### src/design/dwo_pkg.sv
// Shared types, constants and table functions for the decimated wavetable oscillator.
`timescale 1ns / 1ps
package dwo_pkg;

    localparam int unsigned KIND_W    = 2;
    localparam int unsigned FREQ_W    = 20;
    localparam int unsigned ADDR_W    = 11;
    localparam int unsigned SAMPLE_W  = 12;
    localparam int unsigned PERIOD_W  = 21;
    localparam int unsigned PHASE_W   = 10;
    localparam int unsigned LEVEL_W   = 3;
    localparam int unsigned STORE_DEPTH = 1170;

    localparam int unsigned DIV_NUM_W = 24;
    localparam int unsigned DIV_DEN_W = 17;

    localparam int unsigned RECIP_W     = 23;
    localparam int unsigned RECIP_SHIFT = 26;

    localparam int unsigned S_TDATA_W = 48;
    localparam int unsigned M_TDATA_W = 40;

    localparam logic [KIND_W-1:0] KIND_FREQ  = 2'd0;
    localparam logic [KIND_W-1:0] KIND_TICK  = 2'd1;
    localparam logic [KIND_W-1:0] KIND_WRITE = 2'd2;

    localparam logic [DIV_NUM_W-1:0] CLOCK_NUMERATOR = 24'd10500000;

    localparam logic [PERIOD_W-1:0] PERIOD_RESET = 21'd1050;
    localparam logic [SAMPLE_W-1:0] SAMPLE_RESET = 12'd2000;

    typedef struct packed {
        logic                 start;
        logic [DIV_NUM_W-1:0] num;
        logic [DIV_DEN_W-1:0] den;
    } t_div_req;

    typedef struct packed {
        logic                 busy;
        logic                 done;
        logic [DIV_NUM_W-1:0] quot;
    } t_div_rsp;

    function automatic logic [PHASE_W-1:0] level_length(input logic [LEVEL_W-1:0] lvl);
        case (lvl)
            3'd0:    level_length = 10'd600;
            3'd1:    level_length = 10'd300;
            3'd2:    level_length = 10'd150;
            3'd3:    level_length = 10'd75;
            3'd4:    level_length = 10'd25;
            3'd5:    level_length = 10'd15;
            default: level_length = 10'd5;
        endcase
    endfunction

    function automatic logic [ADDR_W-1:0] level_base(input logic [LEVEL_W-1:0] lvl);
        case (lvl)
            3'd0:    level_base = 11'd0;
            3'd1:    level_base = 11'd600;
            3'd2:    level_base = 11'd900;
            3'd3:    level_base = 11'd1050;
            3'd4:    level_base = 11'd1125;
            3'd5:    level_base = 11'd1150;
            default: level_base = 11'd1165;
        endcase
    endfunction

    function automatic logic [LEVEL_W-1:0] level_of(input logic [FREQ_W-1:0] f);
        if (f < 20'd3300) begin
            level_of = 3'd0;
        end else if (f < 20'd6600) begin
            level_of = 3'd1;
        end else if (f < 20'd20000) begin
            level_of = 3'd2;
        end else if (f < 20'd53300) begin
            level_of = 3'd3;
        end else if (f < 20'd160000) begin
            level_of = 3'd4;
        end else if (f < 20'd266600) begin
            level_of = 3'd5;
        end else begin
            level_of = 3'd6;
        end
    endfunction

    // Reciprocal of the pre-scale divisor 10, 100 or 20, scaled by 2**RECIP_SHIFT and rounded
    // up, which is exact over each level's frequency range; zero when the level needs none.
    function automatic logic [RECIP_W-1:0] prescale_recip(input logic [LEVEL_W-1:0] lvl);
        case (lvl)
            3'd2:    prescale_recip = 23'd6710887;
            3'd3:    prescale_recip = 23'd671089;
            3'd5:    prescale_recip = 23'd671089;
            3'd6:    prescale_recip = 23'd3355444;
            default: prescale_recip = 23'd0;
        endcase
    endfunction

    function automatic logic [6:0] prescale_mul(input logic [LEVEL_W-1:0] lvl);
        case (lvl)
            3'd2:    prescale_mul = 7'd15;
            3'd3:    prescale_mul = 7'd75;
            3'd5:    prescale_mul = 7'd15;
            default: prescale_mul = 7'd1;
        endcase
    endfunction

endpackage

### src/design/dwo_div.sv
// Restoring divider that produces one quotient bit per cycle.
`timescale 1ns / 1ps
module dwo_div (
    input  logic              i_clk,
    input  logic              i_rst_n,
    input  dwo_pkg::t_div_req i_req,
    output dwo_pkg::t_div_rsp o_rsp
);

    localparam int unsigned NW = dwo_pkg::DIV_NUM_W;
    localparam int unsigned DW = dwo_pkg::DIV_DEN_W;
    localparam int unsigned CW = $clog2(NW);
    localparam logic [CW-1:0] LAST = CW'(NW - 1);

    logic          r_busy;
    logic          r_done;
    logic [CW-1:0] r_cnt;
    logic [NW-1:0] r_q;
    logic [DW-1:0] r_rem;
    logic [DW-1:0] r_den;

    logic [DW:0]   n_shift;
    logic          n_ge;
    logic [DW:0]   n_diff;

    always_comb begin
        n_shift = {r_rem, r_q[NW-1]};
        n_ge    = (n_shift >= {1'b0, r_den});
        n_diff  = n_shift - {1'b0, r_den};
    end

    always_ff @(posedge i_clk) begin
        if (!i_rst_n) begin
            r_busy <= 1'b0;
            r_done <= 1'b0;
            r_cnt  <= '0;
        end else begin
            r_done <= 1'b0;
            if (r_busy) begin
                r_rem <= n_ge ? n_diff[DW-1:0] : n_shift[DW-1:0];
                r_q   <= {r_q[NW-2:0], n_ge};
                r_cnt <= r_cnt + 1'b1;
                if (r_cnt == LAST) begin
                    r_busy <= 1'b0;
                    r_done <= 1'b1;
                end
            end else if (i_req.start) begin
                r_q    <= i_req.num;
                r_den  <= i_req.den;
                r_rem  <= '0;
                r_cnt  <= '0;
                r_busy <= 1'b1;
            end
        end
    end

    assign o_rsp.busy = r_busy;
    assign o_rsp.done = r_done;
    assign o_rsp.quot = r_q;

endmodule

### config.mk
export PLATFORM = sky130hd
export DESIGN_NAME = dwo_div
export DESIGN_NICKNAME = d
export VERILOG_FILES = /design/src/design/dwo_pkg.sv /design/src/design/dwo_div.sv
export SDC_FILE = /design/constraint.sdc
export NUM_CORES = 1
export LEC_CHECK = 0
export BUFFER_PORTS_ARGS = -buffer_cell sky130_fd_sc_hd__buf_2
export CAP_MARGIN = 0
export CORE_ASPECT_RATIO = 1.5
export CORE_UTILIZATION = 25
export CTS_CLUSTER_DIAMETER = 60
export CTS_CLUSTER_SIZE = 28
export DETAILED_ROUTE_END_ITERATION = 12
export GPL_ROUTABILITY_DRIVEN = 0
export PLACE_DENSITY_LB_ADDON = 0.15
export SETUP_SLACK_MARGIN = 0.2
export SYNTH_ARGS = -nofsm -noshare
export SYNTH_HDL_FRONTEND = slang
export SYNTH_SLANG_ARGS = --single-unit
export TNS_END_PERCENT = 5
### constraint.sdc
create_clock -name i_clk -period 2.7 [get_ports i_clk]
set_clock_uncertainty 0.15 [all_clocks]
set_input_delay 0.405 -clock i_clk [delete_from_list [all_inputs] [get_ports i_clk]]
set_output_delay 0.405 -clock i_clk [all_outputs]
set_load 0.02 [all_outputs]
==> metrics.md, run 1 <==
| Metric | Value |
|---|---|
| Status | finished with violations |
| Failing checks | setup timing |
| Port bufs | 69 |
| WL/cell | 14.7 um |
| Max Slew Vio Count | 0 |
| Final WL | 9.12 mm |
| Tot GR Track Use | approximately an eighth |
| Chip height | between 150 and 200 um |
| Crit path max fanout | 4 |
| Async S/R FF share, synth | 0% |
| Layout cells sized above 1 | 35.5% |
| Post-Syn Area | 3730 um2 |
| Fmax | 0.346 GHz |
| Worst EP required | 2.63 ns |
| Max_cap viols | 0 |
| Initial DRC count | 136 |
| First-pass GRT wire length | 14.7 mm |
| Pin count of the biggest net entering global routing | 28 |
| Worst Reg-to-Reg Cells | 11 |
| Number of synthesized flops with an enable pin | 58 |
| DP HPWL | about 7 mm |
| # IOs | 70 |
| Pwr Density | 628 nW/um2 |
| Tmin final | 2.89 ns |
| # DRC | 0 |
| Area delta synth->final | 28.5% |
| Maximum vdd ir drop | 0.000337 V |
| Post-Place Worst Slack | -0.188 ns |
| Starting Density | 25.7% |
| Worst r2r src | r_q[23] |
| Data arrival, critical path | between 2 and 3 ns |
| Fin. Hold Viols | 0 |
| Unrepaired setup endpoints after global routing | yes |
| Avg Cell Area, Syn | 11.4 um2 |
| Capturing point of the worst reg2reg path | r_rem[12] |
| NumNets Final | 481 |
| CP Launch Point | r_q[23] |
| Leak pwr | 1.99 nW |
| Max_slew headroom | around 37% |
| Final core utilization | 33.0% |
| Hold path endpoint | r_den[1] |
| Die ar. | about 15,000 um2 |
| First-pass DRT Iterations | 4 |
| Clk root buf | clkbuf_16 |
| Hold Crit Class | in -> reg |
| Placed cell count | roughly 600 |
| Die width | 102 um |
| Critical Path Sink Type | register |
| Antenna violations before repair | 0 |
| Vias/cell | 4.47 |
| Number of placement rows | 54 |
| Post-synth cell types | 56 |
| Seq/Total Area, Yosys | about half |
| Final Non-Filler Cells | 619 |
| Setup CP Type | reg -> reg |
| CTS tree | built |
| Hold Crit Start | i_req[1] |
| Antenna Cells | 0 |
| Clk Latency, worst-skew pair | 0.34 ns |
| Antenna-violating nets left | 0 |
| Clock sinks | 65 |
| GRT overflow | 0 |
| PnR worst setup slack | -0.187 ns |
| CTS H-Tree Depth | 3 |
| Via count | 2,764 |
| Yosys warns | 0 |
| Hold WS | 0.0862 ns |
| Post-Syn Nets | between 300 and 400 |
| #FFs+latches synth | 65 |
| Core Box Area | 14,500 um2 |
| Overall power | 3.01 mW |
| Worst setup SP type | register |
| Reg2Reg Setup Slack | -0.19 ns |
| CTS buffer count | 9 |
| Setup-failing EPs final | 18 |
| Vias in the first global route | around 3k |
| Post-Syn Instances | ~330 |
| Clock-pin slew on the worst setup and hold paths | 0.06 ns |
| Primary FF master, synth | edfxtp_1 |
| Worst Hold Depth | 1 |
| Slew @ Worst Pin | 0.951 ns |
| Number of buffers on the longest clock path | 2 |
| Final Cycle Share | 107% |
[cells by family (layout without fill, tap and decap cells)]
| logic type | count (synthesis) | count (layout) | share of synthesized area [%] |
|---|---|---|---|
| simple gates | 84 | 84 | 12.0 |
| xor+xnor | 10 | 10 | 2.35 |
| fa+ha+maj | 19 | 19 | 6.58 |
| buf+inv | 45 | 140 | 5.43 |
| flops | 65 | 65 | 50.5 |
| compound gates | 72 | 72 | 13.5 |
| mux | 33 | 33 | 9.66 |
[synthesized netlist by cell type, drive strengths merged, types with 2 or more instances]
cell type | n | area, um2
nor2 | 19 | 76.3
and2 | 2 | 12.5
nor3 | 3 | 15.0
or2 | 4 | 25.0
a21o | 6 | 45.0
mux2 | 24 | 270
a211o | 2 | 17.5
and2b | 2 | 16.3
buf | 8 | 62.6
edfxtp | 58 | 1740
mux2i | 9 | 90.1
xor2 | 3 | 26.3
a31oi | 4 | 25.0
xnor2 | 7 | 61.3
a22oi | 2 | 15.0
nand2 | 21 | 78.8
clkbuf | 7 | 27.5
ha | 18 | 225
nand3 | 6 | 30.0
and4 | 5 | 48.8
o21a | 2 | 15.0
inv | 30 | 113
dfxtp | 7 | 140
o21ai | 14 | 70.1
and3 | 7 | 45.1
a211oi | 3 | 27.5
nor2b | 6 | 37.5
o22ai | 3 | 18.8
a21oi | 24 | 120
nor3b | 5 | 37.5
[sequential cells by signal, summed over array words and instances, names as in the netlist]
register	count
r_busy	1
r_done	1
r_q	24
r_cnt	5
r_den	17
r_rem	17
[area by class of cell]
cell class                 count  area [um2]
sequential                    65        1880
tap                          196         245
timing repair buffer          94         558
multi-input combinational    218        1680
inverter                      30         113
clock inverter                 4        32.5
fill                        1546        9730
clock buffer                  12         279
[metal layers]
metal	up-vias	GRT usage [%]	share of wire (%)
met5	-	0	0
met4	0	5.87	2.2
met3	14	3.03	4.3
met2	72	23.2	53
met1	1296	14.0	41
li1	1382	-	-
[what timing repair did]
action,in CTS,in global routing
setup buffers,0,0
gates resized for setup,4,0
hold buffers,0,0
endpoints found under the setup margin,18,18
pin swaps,0,2
[stage by stage]
| stage | instance area (um2) | setup TNS [ns] |
|---|---|---|
| after floorplan | 3750 | -1.84 |
| after global placement | 4470 | -0.788 |
| after detailed placement | 4470 | -2.07 |
| after CTS | 4790 | -1.97 |
| after global routing | 4790 | -4.09 |
| final | 4790 | -1.75 |
[power by group]
group	internal, mW	switching (mW)
clock	0.739	0.477
combinational	0.269	0.315
sequential	1.17	0.0350
[cell usage in the layout (no fill, tap or decap), types with 6 or more instances in the layout]
cell and n:
nor2_1 17, a21oi_1 24, nand3_1 6, nor2b_1 6, ha_1 17, nand2_1 20, o21ai_0 13, and3_1 6
mux2_2 24, dfxtp_1 7, clkbuf_16 11, xnor2_1 7, mux2i_1 9, buf_4 23, inv_1 29, edfxtp_1 58
a21o_1 6, buf_2 69
[worst max-delay path by stage]
| stage | slack (ns) | cells past startpoint | endpoint |
|---|---|---|---|
| floorplan | -0.15 | 12 | r_rem[10] |
| global placement | -0.12 | 11 | r_rem[12] |
| detailed placement | -0.19 | 11 | r_rem[12] |
| CTS | -0.20 | 11 | r_rem[12] |
| global route | -0.30 | 11 | r_rem[12] |
| finish | -0.19 | 11 | r_rem[12] |
[worst max-delay path: stages (launching register included)]
cell	delay, ns
edfxtp_1	0.40
inv_1	0.07
ha_2	0.18
inv_2	0.04
fa_2	0.36
a21o_1	0.18
a221o_1	0.38
buf_4	0.18
and4_4	0.19
a2111oi_4	0.21
xor2_1	0.18
o22ai_1	0.10
Power figures use the tool's default switching activity.
==> run 2: changes to the inputs <==
- CORE_UTILIZATION: 25 -> 45
==> metrics.md, run 2 (same netlist as run 1, synthesis figures left out) <==
| Metric | Value |
|---|---|
| Status | finished with violations |
| Failing checks | setup timing |
| Slew @ Worst Pin | 0.642 ns (-0.309 ns) |
| Clock sinks | 65 (unchanged) |
| Data arrival, critical path | 2.71 ns (-0.11 ns) |
| Antenna-violating nets left | 0 (unchanged) |
| Internal power | 2.27 mW (+4.2%) |
| CTS H-Tree Depth | 3 (unchanged) |
| PnR worst setup slack | -0.0875 ns (+0.0995 ns) |
| First-pass DRT Iterations | 6 (+2) |
| Capturing point of the worst reg2reg path | r_rem[12] |
| First-pass GRT wire length | 12.7 mm (-14%) |
| CTS tree | built |
| Fillers | 690 (-55%) |
| Final core utilization | 58.6% (+26 points) |
| Sequential share of power | 39.8% (-0.4 points) |
| Slowest cell on the critical path | edfxtp_1 |
| Maximum vdd ir drop | 0.000457 V (+36%) |
| Leak pwr | 1.99 nW (+0.31%) |
| Max Slew Vio Count | 0 (unchanged) |
| Chip height | 114 um (-25%) |
| Combinational power share | 19.2% (-0.2 points) |
| NumNets Final | 477 (-0.83%) |
| Layout cells sized above 1 | 35.6% (+0.10 points) |
| Port bufs | 69 (unchanged) |
| Crit path max fanout | 4 (unchanged) |
| CTS buffer count | 9 (unchanged) |
| Antenna Cells | 0 (unchanged) |
| WL/cell | 14.9 um (+1.2%) |
| Hold Crit Start | i_req[4] |
| Register Area | 1880 um2 (unchanged) |
| Die width | 76.3 um (-25%) |
| Worst r2r src | r_q[23] |
| Initial DRC count | 179 (+32%) |
| Vias/cell | 5.26 (+18%) |
| Worst path max stage delay | 0.39 ns (about the same) |
| Fmax | 0.359 GHz (+3.6%) |
| Buffers & Inverters on Critical Path | 3 (unchanged) |
| Max FFs per register | 24 (unchanged) |
| Worst EP required | 2.62 ns (about the same) |
| DP HPWL | 5.81 mm (-15%) |
| # IOs | 70 (unchanged) |
| Worst Hold Depth | 1 (unchanged) |
| Clk network pwr share | 41.0% (+0.6 points) |
| Final instance area | 4690 um2 (-2.1%) |
| Most frequent cells in the layout | buf_2 (69), edfxtp_1 (58), inv_1 (28) |
| Max_slew headroom | 56.8% (+20 points) |
| GRT overflow | 0 (unchanged) |
| Commonest non-fill, non-tap cell in the layout | buf_2 |
| Critical Path Sink Type | register |
| Worst setup SP type | register |
| Number of placement rows | 40 (-26%) |
| Postcts setup bufs | 0 (unchanged) |
| Hold_buf cts | 0 (unchanged) |
| Tmin final | 2.79 ns (-0.0995 ns) |
| Via count | 2,758 (-0.22%) |
| Hold path endpoint | r_den[4] |
| Clk root buf | clkbuf_16 |
| Pwr Density | 646 nW/um2 (+2.8%) |
| Unrepaired setup endpoints after global routing | yes |
| Fin. Hold Viols | 0 (unchanged) |
| Clk Latency, worst-skew pair | 0.33 ns (about the same) |
| Hold Crit Class | in -> reg |
| Die ar. | 8660 um2 (-44%) |
| Sw Share | 25.0% (-2.5 points) |
| Final Cycle Share | 103% (-3.7 points) |
| Placed Area | 4340 um2 (-2.9%) |
| # DRC | 0 (unchanged) |
| Core Box Area | 8010 um2 (-45%) |
| Vias in the first global route | 2,839 (-3.1%) |
| CP top delay family | compound AO/OA/AOI/OAI gates |
| Final WL | 7.81 mm (-14%) |
| Starting Density | 46.6% (+21 points) |
| Area delta synth->final | 25.8% |
| CP most frequent cell | inv_2 |
| Reg2Reg Setup Slack | -0.09 ns (+0.10 ns) |
| Tot GR Track Use | 18.9% (+6.0 points) |
| Worst Reg-to-Reg Cells | 11 (unchanged) |
| CP Cell Sequence | inv_2, ha_4, inv_2, fa_2, a21o_1, a221o_1, buf_6, and4_4, a2111oi_4, xor2_1, o22ai_1 |
| Top Registers | r_q (24), r_den (17), r_rem (17) |
| Pin count of the biggest net entering global routing | 36 (+29%) |
| Top reg by flops | r_q |
| Net Switching | 0.757 mW (-8.5%) |
| Max_cap viols | 0 (unchanged) |
| Area of the multi-input gates | 1700 um2 (+1.1%) |
| Antenna violations before repair | 0 (unchanged) |
| Clock-pin slew on the worst setup and hold paths | 0.06 ns (about the same) |
| Setup-failing EPs final | 14 (-4) |
| Number of buffers on the longest clock path | 2 (unchanged) |
| Setup CP Type | reg -> reg |
-- run 2: worst max path at each step --
stage | startpoint | endpoint | slack (ns) | cells past startpoint
2_1_floorplan | r_q[23] | r_rem[10] | -0.15 | 12
3_3_place_gp | r_q[23] | r_rem[12] | -0.06 | 11
3_5_place_dp | r_q[23] | r_q[0] | -0.07 | 11
4_1_cts | r_q[23] | r_rem[12] | -0.09 | 11
5_1_grt | r_q[23] | r_rem[12] | -0.22 | 11
6_report | r_q[23] | r_rem[12] | -0.09 | 11
-- run 2: routing by layer --
layer	GRT usage, %	share of wire [%]	up-vias
met5	0	0	-
met4	8.33	1.5	0
met3	4.80	4.9	9
met2	33.9	52	70
met1	20.9	42	1306
li1	-	-	1373
-- run 2: power by group through the flow --
stage	Combinational [mW]	Clock, mW	Sequential, mW
finish	0.581	1.24	1.21
global route	0.640	1.29	1.21
CTS	0.577	1.27	1.21
detailed placement	0.572	0	1.23
global placement	0.563	0	1.23
floorplan	0.362	0	1.25
-- run 2: stage by stage --
stage               instances  total power [mW]  setup TNS, ns  hold slack, ns  worst slack (ns)
finish                    524              3.03         -0.429           0.101           -0.0875
floorplan                 328              1.61          -1.84           0.301            -0.154
CTS                       524              3.05         -0.320          0.0875           -0.0858
detailed placement        508              1.80         -0.296           0.332           -0.0720
global route              524              3.15          -2.81          0.0890            -0.223
global placement          508              1.79        -0.0806           0.323           -0.0646
-- run 2: area by class of cell --
class                      instances  share of cell area [%]
inverter                          30                    2.40
tap                              105                    2.80
multi-input combinational        218                    36.3
clock buffer                      11                    5.17
clock inverter                     5                    1.68
timing repair buffer              90                    11.6
sequential                        65                    40.1
-- run 2: what timing repair did --
action                                  CTS  global route
endpoints found under the setup margin   18            18
gates resized for setup                   4             5
pin swaps                                 0             2
==> run 3: changes to the inputs <==
- CORE_UTILIZATION: 45 -> 30
- REMOVE_ABC_BUFFERS: default -> 1
==> metrics.md, run 3 (same netlist as run 1, synthesis figures left out) <==
| Metric | Value |
|---|---|
| Clk Latency, worst-skew pair | 0.33 ns (about the same) |
| Final Non-Filler Cells | 578 (+10%) |
| Final Cycle Share | 104% (+0.56 points) |
| Chip height | 139 um (+22%) |
| Setup TNS | -0.870 ns (-0.441 ns) |
| Pin count of the biggest net entering global routing | 42 (+17%) |
| Setup CP Type | reg -> reg |
| Placed cell count | 560 (+10%) |
| Failing checks | setup timing |
| Max Slew Vio Count | 0 (unchanged) |
| First-pass DRT Iterations | 4 (-2) |
| Hold Crit Start | i_req[2] |
| Tmin final | 2.80 ns (+0.0151 ns) |
| Pwr Density | 630 nW/um2 (-2.5%) |
| PnR worst setup slack | -0.103 ns (-0.0151 ns) |
| DP HPWL | 6.38 mm (+9.8%) |
| Port bufs | 69 (unchanged) |
| Overall power | 2.98 mW (-1.5%) |
| Clock sinks | 65 (unchanged) |
| Die ar. | 12,900 um2 (+49%) |
| Initial DRC count | 114 (-36%) |
| Fmax | 0.357 GHz (-0.54%) |
| Fillers | 1,175 (+70%) |
| Reg2Reg Setup Slack | -0.10 ns (-0.02 ns) |
| Crit path max fanout | 18 (+14) |
| Setup-failing EPs final | 17 (+3) |
| # IOs | 70 (unchanged) |
| CTS H-Tree Depth | 3 (unchanged) |
| Slowest cell on the critical path | edfxtp_1 |
| Layout cells sized above 1 | 36.2% (+0.67 points) |
| Antenna-violating nets left | 0 (unchanged) |
| Tot GR Track Use | 14.7% (-4.2 points) |
| WL/cell | 15.3 um (+2.3%) |
| Clk root buf | clkbuf_16 |
| Area of the multi-input gates | 1690 um2 (-0.66%) |
| Register Area | 1880 um2 (unchanged) |
| First-pass GRT wire length | 14.6 mm (+15%) |
| Number of buffers on the longest clock path | 2 (unchanged) |
| NumNets Final | 483 (+1.3%) |
| Antenna Cells | 0 (unchanged) |
| GRT overflow | 0 (unchanged) |
| CTS buffer count | 9 (unchanged) |
| Unrepaired setup endpoints after global routing | yes |
| Worst setup SP type | register |
| Top reg by flops | r_q |
| CP Depth | 11 (unchanged) |
| Max_cap viols | 0 (unchanged) |
| Max_slew headroom | 61.1% (+4.3 points) |
| Area delta synth->final | 27.0% |
| Final instance area | 4740 um2 (+0.96%) |
| Worst path max stage delay | 0.38 ns (about the same) |
| Commonest non-fill, non-tap cell in the layout | buf_2 |
| CTS tree | built |
| Maximum vdd ir drop | 0.000388 V (-15%) |
| Placed Area | 4380 um2 (+0.92%) |
| Via count | 2,822 (+2.3%) |
| Die width | 93.0 um (+22%) |
| Starting Density | 30.9% (-16 points) |
| Vias in the first global route | 3,066 (+8.0%) |
| Core Box Area | 12,100 um2 (+51%) |
| # DRC | 0 (unchanged) |
| CP top delay family | compound AO/OA/AOI/OAI gates |
| Number of placement rows | 49 (+23%) |
| Vias/cell | 4.88 (-7.2%) |
| Post-Place Worst Slack | -0.287 ns (-0.215 ns) |
| Worst Reg-to-Reg Cells | 11 (unchanged) |
| Capturing point of the worst reg2reg path | r_rem[9] |
| Worst r2r src | r_q[23] |
| Clock-pin slew on the worst setup and hold paths | 0.06 ns (about the same) |
| Hold_buf cts | 0 (unchanged) |
| CP Cell Sequence | inv_1, ha_2, inv_2, fa_2, a21o_1, a221o_1, a211oi_2, o41ai_4, buf_12, or2_4, a21oi_2 |
| Most frequent cells in the layout | buf_2 (69), edfxtp_1 (58), inv_1 (29) |
| Antenna violations before repair | 0 (unchanged) |
| Fin. Hold Viols | 0 (unchanged) |
| Max FFs per register | 24 (unchanged) |
| Top Registers | r_q (24), r_den (17), r_rem (17) |
| Hold Crit Class | in -> reg |
| CP Launch Point | r_q[23] |
| Critical Path Sink Type | register |
| Data arrival, critical path | 2.84 ns (+0.13 ns) |
| Final WL | 8.82 mm (+13%) |
| Slew @ Worst Pin | 0.577 ns (-0.0645 ns) |
| Critical Path End | r_rem[9] |
| Status | finished with violations |
| Worst EP required | 2.73 ns (+0.11 ns) |
| Buffers & Inverters on Critical Path | 3 (unchanged) |
| Leak pwr | 2.00 nW (+0.13%) |
run 3: cell count changes in the layout (fill, tap and decap cells not counted), moves of 2 or more:
cell,delta
buf_4,+9
a211oi_1,+2
buf_12,-2
clkbuf_1,+2
clkinv_2,-2
run 3: area by class of cell:
type / instances / area share, %
Clock buffer: 14 / 5.57
Inverter: 30 / 2.38
Timing Repair Buffer: 96 / 11.8
Sequential cell: 65 / 39.7
Multi-Input combinational cell: 218 / 35.7
Tap cell: 153 / 4.04
Clock inverter: 2 / 0.792
run 3: layer usage:
metal | share of wire [%] | vias up | routed length, um | GRT usage, %
met2 | 53 | 82 | 4660 | 26.4
met4 | 2.6 | 0 | 227 | 7.61
li1 | - | 1388 | - | -
met1 | 40 | 1337 | 3500 | 15.5
met5 | 0 | - | 0 | 0
met3 | 4.8 | 15 | 422 | 3.67
run 3: power by group:
part	internal (mW)	switching (mW)
combinational	0.267	0.315
clock	0.767	0.428
sequential	1.18	0.0331
total	2.21	0.776
run 3: per-stage QoR:
stage / utilization, % / hold slack (ns)
3_5_place_dp: 36.2 / 0.331
6_report: 39.2 / 0.0977
2_1_floorplan: - / 0.301
3_3_place_gp: 36.2 / 0.337
5_1_grt: 39.2 / 0.0879
4_1_cts: 39.1 / 0.0835
run 3: how the worst min path moves through the flow:
stage                     to  slack [ns]  depth (start not counted)
global placement    r_cnt[2]        0.34                          1
CTS                 r_den[4]        0.08                          1
global route        r_den[7]        0.09                          1
detailed placement  r_cnt[2]        0.33                          1
floorplan           r_cnt[2]        0.30                          1
finish              r_den[2]         0.1                          1
run 3: what timing repair did:
item | CTS | global route
pin swaps | 8 | 2
setup buffers | 2 | 0
resized for setup | 9 | 4
setup endpoints to repair | 18 | 18
